==> src/rtl/core/homlp_pkg.sv <==
// ----------------------------------------------------------------------------
// homlp_pkg
// Shared types and constants of the hashed object map with linear probing.
// ----------------------------------------------------------------------------
`default_nettype none

package homlp_pkg;

    localparam int KEY_W   = 48;
    localparam int IDX_W   = 10;
    localparam int TAG_W   = KEY_W + 1;
    // Hash bits carried from the front to the back; enough for the largest table.
    localparam int HASH_W  = 16;
    localparam int MIX_SHIFT = 33;

    localparam logic [63:0] MIX_C1 = 64'hff51afd7ed558ccd;
    localparam logic [63:0] MIX_C2 = 64'hc4ceb9fe1a85ec53;

    localparam logic [IDX_W-1:0] FILL_LIMIT_RESET = 10'd716;

    localparam int QUEUE_DEPTH = 4;
    localparam int QUEUE_AW    = $clog2(QUEUE_DEPTH);

    typedef enum logic [1:0] {
        ST_FOUND     = 2'd0,
        ST_INSERTED  = 2'd1,
        ST_NOT_FOUND = 2'd2,
        ST_FULL      = 2'd3
    } t_status;

    typedef enum logic {
        OP_FIND        = 1'b0,
        OP_FIND_INSERT = 1'b1
    } t_op;

    typedef struct packed {
        t_op               op;
        logic [KEY_W-1:0]  key;
        logic [HASH_W-1:0] hash;
    } t_job;

    typedef struct packed {
        logic clearing;
    } t_back_stat;

endpackage

`default_nettype wire

==> src/rtl/core/homlp_front.sv <==
// ----------------------------------------------------------------------------
// homlp_front
// Accepts lookup beats and computes the home slot hash in a five-stage pipeline.
// ----------------------------------------------------------------------------
`default_nettype none

module homlp_front
    import homlp_pkg::*;
(
    input  wire logic             i_clk,
    input  wire logic             i_rst_n,
    input  wire logic             i_valid,
    output logic                  o_ready,
    input  wire logic [KEY_W-1:0] i_key,
    input  wire logic             i_op,
    input  wire t_back_stat       i_stat,
    output logic                  o_job_valid,
    output t_job                  o_job,
    input  wire logic             i_job_ready
);

    typedef struct packed {
        t_op              op;
        logic [KEY_W-1:0] key;
    } t_item;

    logic        advance;
    logic        take;
    logic [63:0] v0;
    logic [63:0] m1;
    logic [63:0] m2;
    logic [63:0] h2;

    logic        r_v1, r_v2, r_v3, r_v4, r_v5;
    t_item       r_j1, r_j2, r_j3, r_j4, r_j5;
    logic [63:0] r_a1;
    logic [63:0] r_pll2;
    logic [31:0] r_phl2, r_plh2;
    logic [63:0] r_a3;
    logic [63:0] r_pll4;
    logic [31:0] r_phl4, r_plh4;
    logic [HASH_W-1:0] r_h5;

    logic [63:0] pll2, phl2, plh2, pll4, phl4, plh4;

    assign advance = !r_v5 || i_job_ready;
    assign o_ready = advance && !i_stat.clearing;
    assign take    = i_valid && o_ready;

    // The key is only 48 bits wide, so the first xor-shift folds its top 15 bits down.
    assign v0 = {16'd0, i_key} ^ {49'd0, i_key[KEY_W-1:MIX_SHIFT]};

    // 64-bit products modulo 2^64 from three 32 by 32 partial products.
    assign pll2 = {32'd0, r_a1[31:0]}  * {32'd0, MIX_C1[31:0]};
    assign phl2 = {32'd0, r_a1[63:32]} * {32'd0, MIX_C1[31:0]};
    assign plh2 = {32'd0, r_a1[31:0]}  * {32'd0, MIX_C1[63:32]};
    assign m1   = {r_pll2[63:32] + r_phl2 + r_plh2, r_pll2[31:0]};

    assign pll4 = {32'd0, r_a3[31:0]}  * {32'd0, MIX_C2[31:0]};
    assign phl4 = {32'd0, r_a3[63:32]} * {32'd0, MIX_C2[31:0]};
    assign plh4 = {32'd0, r_a3[31:0]}  * {32'd0, MIX_C2[63:32]};
    assign m2   = {r_pll4[63:32] + r_phl4 + r_plh4, r_pll4[31:0]};
    assign h2   = m2 ^ (m2 >> MIX_SHIFT);

    always_ff @(posedge i_clk) begin
        if (!i_rst_n) begin
            r_v1 <= 1'b0;
            r_v2 <= 1'b0;
            r_v3 <= 1'b0;
            r_v4 <= 1'b0;
            r_v5 <= 1'b0;
        end else if (advance) begin
            r_v1 <= take;
            r_v2 <= r_v1;
            r_v3 <= r_v2;
            r_v4 <= r_v3;
            r_v5 <= r_v4;
        end
    end

    always_ff @(posedge i_clk) begin
        if (advance) begin
            r_j1   <= '{op: t_op'(i_op), key: i_key};
            r_a1   <= v0;
            r_j2   <= r_j1;
            r_pll2 <= pll2;
            r_phl2 <= phl2[31:0];
            r_plh2 <= plh2[31:0];
            r_j3   <= r_j2;
            r_a3   <= m1 ^ (m1 >> MIX_SHIFT);
            r_j4   <= r_j3;
            r_pll4 <= pll4;
            r_phl4 <= phl4[31:0];
            r_plh4 <= plh4[31:0];
            r_j5   <= r_j4;
            r_h5   <= h2[HASH_W-1:0];
        end
    end

    assign o_job_valid = r_v5;
    assign o_job       = '{op: r_j5.op, key: r_j5.key, hash: r_h5};

endmodule

`default_nettype wire

==> config.mk <==
export PLATFORM = sky130hd
export DESIGN_NAME = homlp_front
export DESIGN_NICKNAME = d
export VERILOG_FILES = /design/src/rtl/core/homlp_pkg.sv /design/src/rtl/core/homlp_front.sv
export SDC_FILE = /design/constraint.sdc
export NUM_CORES = 2
export LEC_CHECK = 0
export BUFFER_PORTS_ARGS = -buffer_cell sky130_fd_sc_hd__clkbuf_2
export CORE_MARGIN = 3
export CORE_UTILIZATION = 30
export CTS_CLUSTER_DIAMETER = 80
export DETAILED_ROUTE_END_ITERATION = 6
export PLACE_DENSITY_LB_ADDON = 0.25
export SETUP_SLACK_MARGIN = 0.1
export SYNTH_ARGS = -nofsm -noshare
export SYNTH_HDL_FRONTEND = slang
export SYNTH_SLANG_ARGS = --single-unit
==> constraint.sdc <==
create_clock -name i_clk -period 14.36 [get_ports i_clk]
set_input_delay 2.872 -clock i_clk [delete_from_list [all_inputs] [get_ports i_clk]]
set_output_delay 2.872 -clock i_clk [all_outputs]
set_load 0.01 [all_outputs]
---- After elaboration in Yosys (flattened, before gate mapping) ----
Index checks and enable logic that the tools add are counted.
word-level totals
  output and inout bits ................... 67
  register bits ........................... 604
  bits of input ports ..................... 54
operators by class
  bitwise logic cells ..................... 3
  reductions and logical operators ........ 5
  add/sub/neg operators ................... 4
  multipliers ............................. 6
operators by type and width
  cell                    number
  $add 32x32->32          2
  $mul 32x32->64 const B  1
  $xor 64x31->64          1
  $mul 32x29->49 const B  1
  $xor 48x15->48          1
  $add 17x17->17          2
  $mul 32x25->32 const B  1
  $mul 32x29->17 const B  1
  $mul 32x30->32 const B  1
  $mul 32x31->16 const B  1
  $xor 16x16->16          1
  $logic_and 1x1->1       2
  $logic_not 1->1         2
  $logic_or 1x1->1        1

---- Longest topological paths before layout ----
  word-level depth ........................ 4
  mapped depth ............................ 26
  mapped depth without buffers ............ 26

---- Least setup slack after synthesis ----
No wires, ideal clock.
  path kind ............................... input to register
  start point ............................. in i_job_ready
  end point ............................... reg r_j5, in the netlist o_job[16], enable pin
  arrival ................................. 12.973 ns
  stages .................................. 3
  path buffers ............................ 1
  data required time ...................... 13.502 ns
  path slack .............................. 0.529 ns
  cells stage by stage .................... nor2b_1 -> clkbuf_1 -> inv_1
between the ends
  word-level cells in the longest chain between the ends .. 1
RTL lines
  what                    RTL line           source
  start: declaration      homlp_front.sv:19  input wire logic i_job_ready
  $logic_or 1x1->1        homlp_front.sv:46  assign advance = !r_v5 || i_job_ready;
  end signal: assignment  homlp_front.sv:95  r_j5 <= r_j4;
  end: declaration        homlp_front.sv:35  t_item r_j1, r_j2, r_j3, r_j4, r_j5;
No other way between the ends.
A chain may end at the register's enable or synchronous reset.

---- Worst setup path in the final report ----
  start point ............................. reg r_a1[1]
  end point ............................... reg r_pll2[62] (data pin)
between the ends
  word-level cells in the longest chain between the ends .. 1
RTL lines
  what                      RTL line           source
  start: declaration        homlp_front.sv:36  logic [63:0] r_a1;
  start signal: assignment  homlp_front.sv:84  r_a1 <= v0;
  $mul 32x32->64            homlp_front.sv:54  assign pll2 = {32'd0, r_a1[31:0]} * {32'd0, MIX_C1[31:0]};
  named net pll2[62]        homlp_front.sv:44  logic [63:0] pll2, phl2, plh2, pll4, phl4, plh4;
  end signal: assignment    homlp_front.sv:86  r_pll2 <= pll2;
  end: declaration          homlp_front.sv:37  logic [63:0] r_pll2;
The timed path passes the listed nets, and every way through them passes these cells.

==> results_tabular.tex <==
\begin{tabular}{lr}
\hline
Metric & Value \\
\hline
\multicolumn{2}{l}{\textbf{Status}} \\
Outcome & finished clean \\
\multicolumn{2}{l}{\textbf{Die}} \\
Initial standard-cell utilization of the core & 30.3\% \\
Die width & between 400 and 500 µm \\
Site row count & 177 \\
Die outline height & $\sim$490 µm \\
\# IOs & roughly 120 \\
Die area & 0.241 mm² \\
Standard cell core area & 0.233 mm² \\
\multicolumn{2}{l}{\textbf{Timing}} \\
Final-report max-slew violation count & 0 \\
Headroom to the max-slew limit & between 20\% and 30\% \\
Worst Tran Pin Value & $\sim$1.1 ns \\
Minimum period implied by the final worst setup slack & 8.76 ns \\
Setup tns final & 0 ns \\
Final Hold Violating Endpoints & 0 \\
FMAX & 114 MHz \\
Portion of the clock cycle consumed by the worst path in the final layout & 61.0\% \\
Setup repair after global routing missed its margin & no \\
Worst clock skew on the final layout & between 0.06 and 0.07 ns \\
Final setup violating endpoints & 0 \\
\multicolumn{2}{l}{\textbf{Clock tree}} \\
CTS H-tree lvls & 3 \\
CTS Hold Bufs & 0 \\
Clock Sink Count & between 500 and 600 \\
CTS tree & done \\
Worst skew pair latency & 0.71 ns \\
Clock transition at the registers of the reported paths & 0.06 ns \\
Cell chosen for the clock root & sky130\_fd\_sc\_hd\_\_clkbuf\_16 \\
Count of instances resized after the clock tree is built & 0 \\
Maximum root-to-sink buffer count & 3 \\
CTS Buf Count & 69 \\
Buffer count from post-CTS setup fixing & 0 \\
\multicolumn{2}{l}{\textbf{Setup path}} \\
Critical path arrival & roughly 9.3 ns \\
Most repeated library cell on the critical path & sky130\_fd\_sc\_hd\_\_fa\_1 \\
Delay of the slowest cell on the worst path & 0.88 ns \\
Critical path type & register to register \\
Ordered list of cells on the worst path & ha\_1, inv\_1, fa\_1, inv\_1, fa\_1, fa\_1, fa\_1, fa\_1, fa\_1, inv\_1, fa\_1, inv\_1, ha\_1, and2\_1, nor2b\_1, nand3\_1, o21ai\_0, nand3\_1, a31oi\_1, nand4\_1, o211ai\_1, mux2i\_1, nor3\_1 \\
Kind of start point of the critical path & register \\
Worst reg2reg setup slack & 5.60 ns \\
CP endpoint & r\_pll2[62] \\
Worst Path Required & 14.86 ns \\
Startpoint of the most critical setup path & r\_a1[1] \\
Worst Path Max Fanout & 11 \\
Cell with the largest stage delay on the worst path & sky130\_fd\_sc\_hd\_\_o21ai\_0 \\
Reg2Reg Capture Point & r\_pll2[62] \\
Path depth of the worst reg2reg path & 23 \\
Reg-to-reg critical path startpoint & r\_a1[1] \\
Nature of the critical path endpoint & register \\
\multicolumn{2}{l}{\textbf{Synth}} \\
Post-synthesis cell type with the largest combined area & sky130\_fd\_sc\_hd\_\_fa\_1 \\
Syn nets & $\sim$8,600 \\
Number of enable flip-flop cells after synthesis & 514 \\
Proportion of synthesized flip-flops having asynchronous set or reset & 0\% \\
Most frequently used cell type in the post-synthesis netlist & sky130\_fd\_sc\_hd\_\_inv\_1 \\
Sequential fraction of the synthesis area & 22.0\% \\
Number of distinct standard cells referenced by the synthesized netlist & 70 \\
\#FFs+latches synth & around 520 \\
Top FF cell, synth & sky130\_fd\_sc\_hd\_\_edfxtp\_1 \\
Yosys warning count & 0 \\
Synthesized area per cell & 11.5 µm² \\
Area share of the largest cell type after synthesis & between 30\% and 40\% \\
Gate count after technology mapping & 6,139 \\
Synth area leaders & sky130\_fd\_sc\_hd\_\_fa\_1, sky130\_fd\_sc\_hd\_\_edfxtp\_1, sky130\_fd\_sc\_hd\_\_ha\_1, sky130\_fd\_sc\_hd\_\_inv\_1, sky130\_fd\_sc\_hd\_\_xnor2\_1 \\
Synth cell count leaders & sky130\_fd\_sc\_hd\_\_inv\_1, sky130\_fd\_sc\_hd\_\_fa\_1, sky130\_fd\_sc\_hd\_\_ha\_1 \\
Post-Syn Area & 0.0707 mm² \\
\multicolumn{2}{l}{\textbf{Routing}} \\
Total length of routed met2 wires & 96,400 µm \\
Post-detailed-route wirelength per cell & 21.6 µm \\
WL met1 & 91,200 µm \\
DRC & 0 \\
Routed wire length & 206,000 µm \\
Residual antenna-violating net count after detailed routing & 0 \\
Total number of vias & $\sim$43,000 \\
Violation count after the first detailed-route iteration & between 2,000 and 2,500 \\
DR top layer & met5 \\
First-pass iteration count of the detailed router & 5 \\
Met3 layer wire length in the routed design & 8690 µm \\
Vias per inst & about 4.5 \\
\multicolumn{2}{l}{\textbf{Final layout}} \\
Footprint of the flip-flops and latches & 0.0155 mm² \\
Area of all placed cells without fillers & $\sim$0.078 mm² \\
Signed area change from the synthesized netlist to the final layout & 10.1\% \\
Number of fillers in the final layout & about 24,000 \\
Multi-input gate area & 0.0479 mm² \\
\# nets final & about 8,800 \\
Fraction of final layout cells with drive strength greater than 1 & 4.59\% \\
\multicolumn{2}{l}{\textbf{GRT}} \\
Total gr overflow & 0 \\
Overall fraction of global-route tracks in use & 17.4\% \\
Number of antenna violations at the first check in global routing & 10 \\
Global-route wire length before repair & approximately 310,000 µm \\
Via count of the first global-routing pass & 47,400 \\
Pin count of the biggest net entering global routing & 140 \\
\multicolumn{2}{l}{\textbf{Placed design}} \\
Instance area after placement & 0.0754 mm² \\
Final GP Congestion & roughly 0.98 \\
HPWL after DPL & 180,000 µm \\
Port bufs & 120 \\
\multicolumn{2}{l}{\textbf{Run}} \\
Total of max-cap violations & 0 \\
\multicolumn{2}{l}{\textbf{Worst hold path}} \\
Worst hold-check path type & register to register \\
\hline
\end{tabular}
-- per-stage QoR --
stage	hold slack, ns	utilization (%)	setup slack [ns]	cells
2_1_floorplan	0.400	-	0.529	6139
3_3_place_gp	0.400	32.3	5.47	9411
3_5_place_dp	0.405	32.3	5.49	9411
4_1_cts	0.414	33.3	5.38	9538
5_1_grt	0.422	33.3	5.16	9539
6_report	0.413	33.3	5.60	9540
-- cell usage in the layout, fill, tap and decap left out, drive strengths merged, types with 24 or more instances in the layout --
cell,instances
nor2b,33
o21bai,43
o21a,24
nor3,35
buf,34
ha,1132
clkbuf,198
nand3,34
fa,1243
o21ai,81
inv,1930
xor2,101
nor2,85
a21o,101
clkinv,28
a21oi,197
nand2,83
edfxtp,514
xnor2,260
-- cell families (layout without fill, tap and decap cells) --
| family | after synthesis | in the layout | synth area share (%) |
|---|---|---|---|
| AOI/OAI and AO/OA | 570 | 570 | 5.29 |
| xor gates and xnor gates | 361 | 361 | 4.47 |
| adders and majority gates | 2375 | 2375 | 55.3 |
| buffers and inverters | 1934 | 2201 | 10.3 |
| DFF | 519 | 519 | 22.0 |
| muxes | 6 | 6 | 0.0868 |
| other | 0 | 2 | 0 |
| and+or+nand+nor | 374 | 374 | 2.63 |
-- how the worst min path moves through the flow --
stage | start | to | slack, ns | depth (start not counted)
CTS | r_j4[19] | o_job[35] | 0.41 | 0
global placement | r_j2[10] | r_j3[10] | 0.40 | 0
detailed placement | r_j4[14] | o_job[30] | 0.40 | 0
global route | r_j4[47] | o_job[63] | 0.42 | 0
finish | r_j4[19] | o_job[35] | 0.41 | 0
floorplan | r_j4[0] | o_job[16] | 0.40 | 0
-- sequential cells by signal (all words and copies together), names as in the netlist, 15 cells and up --
name,flops
r_j4,49
r_plh2,31
r_pll4,31
r_j3,49
r_a1,15
o_job,49
r_a3,49
r_pll2,64
r_h5,16
r_plh4,16
r_j2,49
r_phl4,17
r_phl2,30
r_j1,49
-- worst max-delay path: cells and delay by family (launching register included) --
| kind | cells | cell delay, ns |
|---|---|---|
| compound gates | 3 | 1.69 |
| fa+ha+maj | 9 | 4.46 |
| buf+inv | 4 | 0.34 |
| flops | 1 | 0.77 |
| mux | 1 | 0.09 |
| simple gates | 6 | 1.20 |
-- metal layers --
layer,GRT usage (%),up-vias
li1,-,19600
met3,2.59,261
met1,23.2,21900
met5,0,-
met2,28.4,891
met4,7.01,4
-- cell type report --
cell class | instances | area share (%)
multi-input cells | 3686 | 61.5
clock inverters | 49 | 0.787
well taps | 3132 | 5.04
repair buffers | 154 | 1.12
inverters | 1920 | 9.28
diodes | 2 | 0.00643
clock buffers | 78 | 2.26
flip-flops and latches | 519 | 20.0
Power is left out: the tool's default activity adds up to more than one toggle a clock period on the data nets, which glitch-free logic cannot reach.
