<file path="config.mk">
export PLATFORM = sky130hd
export DESIGN_NAME = homlp_queue
export DESIGN_NICKNAME = d
export VERILOG_FILES = /design/src/rtl/core/homlp_pkg.sv /design/src/rtl/core/homlp_queue.sv
export SDC_FILE = /design/constraint.sdc
export NUM_CORES = 1
export LEC_CHECK = 0
export BUFFER_PORTS_ARGS = -buffer_cell sky130_fd_sc_hd__buf_4
export CORE_ASPECT_RATIO = 1.5
export CORE_MARGIN = 4
export CORE_UTILIZATION = 55
export DETAILED_ROUTE_END_ITERATION = 7
export GPL_TIMING_DRIVEN = 1
export PLACE_DENSITY = 0.77
export SLEW_MARGIN = 20
export SYNTH_ARGS = -nofsm -noshare
export SYNTH_HDL_FRONTEND = slang
export SYNTH_SLANG_ARGS = --single-unit
</file>
<file path="constraint.sdc">
create_clock -name i_clk -period 5.3 [get_ports i_clk]
set_input_delay 0.795 -clock i_clk [delete_from_list [all_inputs] [get_ports i_clk]]
set_output_delay 0.795 -clock i_clk [all_outputs]
set_load 0.01 [all_outputs]
</file>
<file path="src/rtl/core/homlp_pkg.sv">
// ----------------------------------------------------------------------------
// homlp_pkg
// Shared types and constants of the hashed object map with linear probing.
// ----------------------------------------------------------------------------
`default_nettype none

package homlp_pkg;

    localparam int KEY_W   = 48;
    localparam int IDX_W   = 10;
    localparam int TAG_W   = KEY_W + 1;
    // Hash bits carried from the front to the back; enough for the largest table.
    localparam int HASH_W  = 16;
    localparam int MIX_SHIFT = 33;

    localparam logic [63:0] MIX_C1 = 64'hff51afd7ed558ccd;
    localparam logic [63:0] MIX_C2 = 64'hc4ceb9fe1a85ec53;

    localparam logic [IDX_W-1:0] FILL_LIMIT_RESET = 10'd716;

    localparam int QUEUE_DEPTH = 4;
    localparam int QUEUE_AW    = $clog2(QUEUE_DEPTH);

    typedef enum logic [1:0] {
        ST_FOUND     = 2'd0,
        ST_INSERTED  = 2'd1,
        ST_NOT_FOUND = 2'd2,
        ST_FULL      = 2'd3
    } t_status;

    typedef enum logic {
        OP_FIND        = 1'b0,
        OP_FIND_INSERT = 1'b1
    } t_op;

    typedef struct packed {
        t_op               op;
        logic [KEY_W-1:0]  key;
        logic [HASH_W-1:0] hash;
    } t_job;

    typedef struct packed {
        logic clearing;
    } t_back_stat;

endpackage

`default_nettype wire

</file>
<file path="src/rtl/core/homlp_queue.sv">
// ----------------------------------------------------------------------------
// homlp_queue
// Short first-in first-out queue of hashed lookups between front and back.
// ----------------------------------------------------------------------------
`default_nettype none

module homlp_queue
    import homlp_pkg::*;
(
    input  wire logic i_clk,
    input  wire logic i_rst_n,
    input  wire logic i_push_valid,
    output logic      o_push_ready,
    input  wire t_job i_push_data,
    output logic      o_pop_valid,
    output t_job      o_pop_data,
    input  wire logic i_pop
);

    t_job                r_slots [QUEUE_DEPTH];
    logic [QUEUE_AW-1:0] r_wr_ptr;
    logic [QUEUE_AW-1:0] r_rd_ptr;
    logic [QUEUE_AW:0]   r_count;
    logic                push;
    logic                pop;

    assign o_push_ready = (r_count != QUEUE_AW'(0) + (QUEUE_AW+1)'(QUEUE_DEPTH));
    assign o_pop_valid  = (r_count != '0);
    assign push         = i_push_valid && o_push_ready;
    assign pop          = i_pop && o_pop_valid;
    assign o_pop_data   = r_slots[r_rd_ptr];

    always_ff @(posedge i_clk) begin
        if (!i_rst_n) begin
            r_wr_ptr <= '0;
            r_rd_ptr <= '0;
            r_count  <= '0;
        end else begin
            if (push) begin
                r_wr_ptr <= r_wr_ptr + QUEUE_AW'(1);
            end
            if (pop) begin
                r_rd_ptr <= r_rd_ptr + QUEUE_AW'(1);
            end
            if (push && !pop) begin
                r_count <= r_count + (QUEUE_AW+1)'(1);
            end else if (pop && !push) begin
                r_count <= r_count - (QUEUE_AW+1)'(1);
            end
        end
    end

    always_ff @(posedge i_clk) begin
        if (push) begin
            r_slots[r_wr_ptr] <= i_push_data;
        end
    end

endmodule

`default_nettype wire

</file>
; Word level (Yosys, flattened, before mapping)
; Memory sizes are Yosys's and may differ from the RTL's. A register that Yosys moved wholly into a read port is not among the register bits.
; Cells that the tools add are included.
[totals]
ramBits = 260
memories = 1
latch_bits = 0
romBits = 0
output_inout_bits = 67
word_cells = 23
input_bits = 69
reg_bits = 7
[classes]
eq_ne = 1
n_reduce_logical = 8
n_lt_le_gt_ge = 0
div_mod_pow = 0
bitwise_logic = 0
add_sub_neg = 4
n_mux = 6
shifts = 0
n_mul = 0
[memory_table]
columns = memory, depth, word_bits, rd, rd_clocked_by_memory_dff, wr, line
row1 = r_slots, 4, 65, 1, 1, 1, homlp_queue.sv:20  ; t_job r_slots [QUEUE_DEPTH];
[ops]
columns = cell, n
row1 = two-way mux 3 bit, 2
row2 = "adder 2 x 1 -> 2 bit, second input constant", 2
row3 = logical AND 1 bit, 4
row4 = two-way mux 2 bit, 2
row5 = "adder 3 x 1 -> 3 bit, second input constant", 1
row6 = "!= test 3 bit, second input constant", 1
row7 = nonzero test 3 bit, 1
row8 = "subtractor 3 x 1 -> 3 bit, second input constant", 1
row9 = zero test 1 bit, 2
row10 = two-way mux 1 bit, 2
row11 = nonzero test 2 bit, 1

; Depth between registers and ports, before layout
; Gate-level depths: netlist of run 1.
[depth]
depth_word = 6
mapped_depth = 8
depth_no_buf = 8

; Worst setup path before layout of run 1
; Ideal clock, no wire load.
[synth_path]
path_type = input to register
startpoint = in i_push_valid
endpoint = mem r_slots[0][0] (netlist name) (enable)
setup_slack_ps = 2226
n_path_buf = 0
cell_stages = 2
required_time_ps = 4870
setup_ps = 430
arrival_ps = 2644
cell_sequence = a21boi_2 and2_1
[synth_between]
elab_chain_cells = 3
[synth_lines]
columns = item, line
row1 = from (decl), homlp_queue.sv:12  ; input wire logic i_push_valid,
row2 = logical AND 1 bit, homlp_queue.sv:29  ; assign push = i_push_valid && o_push_ready;
row3 = two-way mux 1 bit, homlp_queue.sv:54  ; if (push) begin
row4 = two-way mux 1 bit (not written as such), homlp_queue.sv:55  ; r_slots[r_wr_ptr] <= i_push_data;
row5 = to (decl), homlp_queue.sv:20
; No other way between the ends.

==> results of run 1 <==
[state kept, by name (all words and copies together) (netlist names), named ones only]
signal / cells
r_slots: 260
r_rd_ptr: 2
r_wr_ptr: 2
r_count: 3
[kinds of logic (layout without fill, tap and decap cells)]
family                     after synthesis  count (layout)  share of synthesized area
xor gates and xnor gates                 4               4                    0.00354
muxes                                   68              68                      0.151
and+or+nand+nor                         17              17                    0.00922
AOI/OAI and AO/OA                        5               5                    0.00455
DFF                                    269             269                      0.807
adders and majority gates                6               6                    0.00834
buffers and inverters                   18             182                     0.0169
[area by class of cell]
cell class,instances,share of cell area
Sequential cell,269,0.674
Multi-Input combinational cell,100,0.148
Timing Repair Buffer,137,0.0867
Clock buffer,31,0.0546
Tap cell,213,0.0225
Clock inverter,11,0.0134
Inverter,3,0.000949
[metal layers]
metal | global-route usage | wire, um | share of wire
met4 | 0.0541 | 411 | 0.024
met5 | 0 | 0 | 0
met1 | 0.208 | 6510 | 0.37
met3 | 0.0317 | 775 | 0.045
met2 | 0.320 | 9720 | 0.56
[report_power, final]
group          total [mW]  internal (mW)  switching [mW]
sequential           2.69           2.59           0.101
clock                1.76           1.06           0.700
combinational        1.39          0.746           0.640
[synthesized netlist by cell type]
cell / number / area, um2
edfxtp_1: 260 / 7810
mux4_2: 65 / 1460
dfxtp_1: 9 / 180
and2_1: 8 / 50.1
buf_2: 6 / 30.0
buf_12: 5 / 100
ha_1: 5 / 62.6
nand2_1: 5 / 18.8
inv_1: 3 / 11.3
mux2i_1: 3 / 30.0
xnor2_1: 3 / 26.3
clkbuf_1: 2 / 7.51
or3_1: 2 / 12.5
a21boi_0: 1 / 7.51
a21boi_2: 1 / 11.3
buf_4: 1 / 7.51
buf_6: 1 / 11.3
fa_1: 1 / 20.0
nor2_1: 1 / 3.75
nor2b_1: 1 / 6.26
o21ai_0: 1 / 5.00
o311ai_1: 1 / 8.76
o31ai_2: 1 / 12.5
xor2_1: 1 / 8.76
[path summary, 6_finish.rpt]
check | slack, ps | end | startpoint | cells past startpoint
worst max register to register | 2950 | r_count[2] | r_count[0] | 8
worst min register to register | 520 | r_wr_ptr[0] | r_wr_ptr[0] | 2
worst min-delay path | 490 | r_slots[0][31] | i_push_data[31] | 1
worst max-delay path | 2180 | o_pop_data[0] | flip-flop | 3
[cell usage in the layout (no fill, tap or decap), drive strengths merged]
cell | netlist | routed
clkinvlp | 0 | 1
buf | 13 | 137
edfxtp | 260 | 260
fa | 1 | 1
xnor2 | 3 | 3
nor2 | 1 | 1
ha | 5 | 5
mux2i | 3 | 3
o31ai | 1 | 1
inv | 3 | 3
nand2 | 5 | 5
clkbuf | 2 | 31
or3 | 2 | 2
o311ai | 1 | 1
mux4 | 65 | 65
xor2 | 1 | 1
bufinv | 0 | 4
nor2b | 1 | 1
o21ai | 1 | 1
clkinv | 0 | 6
and2 | 8 | 8
a21boi | 2 | 2
dfxtp | 9 | 9
[through the flow]
stage / std cells / setup WS [ps] / util / hold WS, ps
2_1_floorplan: 387 / 2230 / - / 468
3_3_place_gp: 722 / 2640 / 0.632 / 475
3_5_place_dp: 722 / 2650 / 0.632 / 503
4_1_cts: 764 / 2100 / 0.678 / 471
5_1_grt: 764 / 2000 / 0.678 / 468
6_report: 764 / 2180 / 0.678 / 491
[critical path, delay by kind of cell (launching register included)]
family	cells	cell delay (ps)
buffers and inverters	2	830
multiplexers	1	630
flip-flops	1	340
==> metrics.txt, run 1 <==
run status=finished clean; Slowest cell on crit path=buf_4; vias=4375; DRC=0; die width=118 um; Tmin final=3120 ps; routed wire length=17400 um; clock sink count=269; sequential-to-total area share from yosys stat=0.807; vias in the first global route=4855; Power Total=5.83 mW; initial antenna violation count=0; Starting Density=0.566; Mapped Nets=462; Rel. slew slack=0.332; Final setup viols=0; DR WL/cell=roughly 23 um; TNS Setup=0 ps; CTS tree=yes; crit path kind=reg2out; # diodes=0; Num CTS Buffers=24; core area=between 15000 and 20000 um2; first-pass GRT wire length=around 27000 um; chip height=172 um; crit-path max cell delay=660 ps; postcts setup bufs=0; die area=slightly above 20000 um2; number of gates resized after cts=0; Crit. End Element=output pin; Post-DP Area=11100 um2; synthesized flop and latch total=269; Synth cell types=24; Crit Path Max Fanout=43; Max VDD drop=between 400 and 500 uV; f_max=320 MHz; power per cell area=between 400 and 500 nW/um2; clock transition at the registers of the reported paths=60 ps; mapped cell area=9900 um2; critical path launch point type=flip-flop; Clk Latency, worst-skew pair=around 500 ps; period utilisation layout=0.589; Clock Skew=10.8 ps; drt initial violations=238; worst slew pin tran=1000 ps; hold-fix buffer count after cts=0; H-tree Lvls=1; # fillers=1087; HPWL after DPL=slightly above 10000 um; Site Rows=59; CP cell instances=buf_4 -> mux4_2 -> buf_4; largest net degree at the start of global routing=66; Mean Syn Cell Area=25.6 um2; Reg area=8000 um2; global route overflow=0; Leakage=3.99 nW; CP most frequent cell=buf_4; GRT Total Usage=0.173; RSZ-0062 raised after global routing=no; Yosys warning count=0; Syn Inst Count=387; io pins=around 140; Vias/cell=5.73; root buffer cell=clkbuf_16; Multi-input gate area=1760 um2; Final nets=610; Final ANT Viol Nets=0; fin. max-slew vios=0; layout cells sized above 1=0.443; Worst EP required=4510 ps; Layout area overhead=19.8%; CP Data Arrival Time=2330 ps; DR pass1 iterations=5; clock buffer depth=3; design area=about 12000 um2; Hold Path Class=in2reg; count of final hold-check violations=0; Port-buffer cells=135; Max-Cap Viols=0; GP Congestion=0.705
(Power assumes the default switching activity.)
==> run 2, diff against run 1 <==
==> constraint.sdc (replaced) <==
create_clock -name i_clk -period 3.1 [get_ports i_clk]
set_input_delay 0.465 -clock i_clk [delete_from_list [all_inputs] [get_ports i_clk]]
set_output_delay 0.465 -clock i_clk [all_outputs]
set_load 0.01 [all_outputs]
==> metrics.txt, run 2 (synthesized netlist as in run 1, its figures left out) <==
Clk Latency, worst-skew pair=490 ps (about the same); Int Power=7.27 mW (+66%); Starting Density=0.566 (unchanged); period utilisation layout=0.835; max reg flops=260 (unchanged); Final nets=618 (+1.3%); Port-buffer cells=135 (unchanged); die area=20300 um2 (unchanged); root buffer cell=clkbuf_16; GP Congestion=0.702 (-0.40%); vias=4367 (-0.18%); R2R depth=8 (unchanged); Multi-input gate area=1760 um2 (unchanged); Clock Skew=5.68 ps (-5.16 ps); crit path kind=reg2out; Sequential Power Share=0.471 (+0.010); io pins=136 (unchanged); met1 usage=0.209 (+0.000758); GR met3 Demand/Resource=0.0347 (+0.00295); critical path launch point type=flip-flop; Clk network pwr share=0.276 (-0.025); Crit. End Element=output pin; Final setup viols=0 (unchanged); Hold Path Class=in2reg; met2 Resource Use GR=0.307 (-0.0136); drt initial violations=271 (+14%); gr busiest metal=met2; Tmin final=2590 ps; hold-fix buffer count after cts=0 (unchanged); initial antenna violation count=0 (unchanged); Sw Pwr=2.43 mW (+68%); GRT Total Usage=0.172 (-0.00109); Post-DP Area=11200 um2 (+0.95%); Gate power share=0.252 (+0.014); layout cells sized above 1=0.449 (+0.00600); run status=finished clean; Worst EP required=2630 ps (-1880 ps); count of final hold-check violations=0 (unchanged); worst slew pin tran=595 ps (-407 ps); number of gates resized after cts=0 (unchanged); die width=118 um (unchanged); Reg area=8000 um2 (unchanged); Rel. slew slack=0.604 (+0.271); Crit Path Max Fanout=38 (-12%); chip height=172 um (unchanged); Max VDD drop=666 uV (+45%); fin. max-slew vios=0 (unchanged); Leakage=4.00 nW (+0.36%); Num CTS Buffers=23 (-4.2%); largest net degree at the start of global routing=39 (-41%); Max-Cap Viols=0 (unchanged); global route overflow=0 (unchanged); # fillers=1068 (-1.7%); RSZ-0062 raised after global routing=no; # diodes=0 (unchanged); register name with the most flops=r_slots; postcts setup bufs=0 (unchanged); TNS Setup=0 ps (unchanged); Final ANT Viol Nets=0 (unchanged); CP Data Arrival Time=2120 ps (-210 ps); Site Rows=59 (unchanged); Reg-to-Reg Start=r_count[0]; HPWL after DPL=10900 um (+7.4%); Power Total=9.69 mW (+66%); routed wire length=17300 um (-0.79%); clock sink count=269 (unchanged); H-tree Lvls=1 (unchanged); worst slack, placed=666 ps (-1980 ps); clock buffer depth=3 (unchanged); worst hold path stage count=1 (unchanged); DR WL/cell=22.4 um (-1.6%); commonest non-fill, non-tap cell in the layout=edfxtp_1; f_max=slightly below 400 MHz; design area=11900 um2 (about the same); Hold Slack=167 ps (-324 ps); CTS tree=yes; power per cell area=817 nW/um2 (+66%); Vias/cell=5.67 (-0.96%); first-pass GRT wire length=26800 um (-1.2%); clock transition at the registers of the reported paths=60 ps (about the same); DR pass1 iterations=4 (-1); Layout area overhead=19.9% (about the same); most frequent cells in the layout=edfxtp_1 (260), buf_4 (143), mux4_2 (65); Sw Ratio=0.250 (+0.00316); biggest regs=r_slots (260), r_count (3); vias in the first global route=4833 (-0.45%); core area=17500 um2 (unchanged); DRC=0 (unchanged); final worst slack=511 ps (-1670 ps); Worst Hold Launch=i_push_data[20]
[run 2: through the flow]
step,util,cells
final,0.678,770
after global routing,0.678,770
after CTS,0.678,770
after detailed placement,0.638,731
after global placement,0.638,731
after floorplan,-,387
[run 2: final cells by class]
class | count | share of cell area
inverter | 3 | 0.000949
sequential | 269 | 0.674
clock inverter | 7 | 0.00474
clock buffer | 32 | 0.0547
multi-input combinational | 100 | 0.148
timing repair buffer | 146 | 0.0955
tap | 213 | 0.0225
[run 2: final timing paths]
| check | slack, ps | endpoint |
|---|---|---|
| hold / removal | 170 | r_slots[2][20] |
| setup reg to reg | 650 | r_count[2] |
| setup / recovery | 510 | o_pop_data[12] |
| hold reg to reg | 510 | r_wr_ptr[0] |
[run 2: worst max-delay path, stage by stage, from the launching register on]
cell	delay (ps)
dfxtp_4	730
buf_4	370
mux4_2	370
buf_4	170
[run 2: routing by layer]
| layer | vias to the layer above | share of wire | wire, um |
|---|---|---|---|
| met4 | 0 | 0.031 | 544 |
| met2 | 128 | 0.53 | 9200 |
| met3 | 28 | 0.056 | 961 |
| met5 | - | 0 | 0 |
| met1 | 2261 | 0.38 | 6560 |
| li1 | 1950 | - | - |
[run 2: power groups by stage]
stage / clock network (mW) / logic, mW / registers [mW]
6_report: 2.68 / 2.45 / 4.57
4_1_cts: 2.74 / 2.51 / 4.57
5_1_grt: 2.89 / 2.64 / 4.60
3_5_place_dp: 0 / 2.51 / 4.65
2_1_floorplan: 0 / 1.59 / 4.58
3_3_place_gp: 0 / 2.47 / 4.62
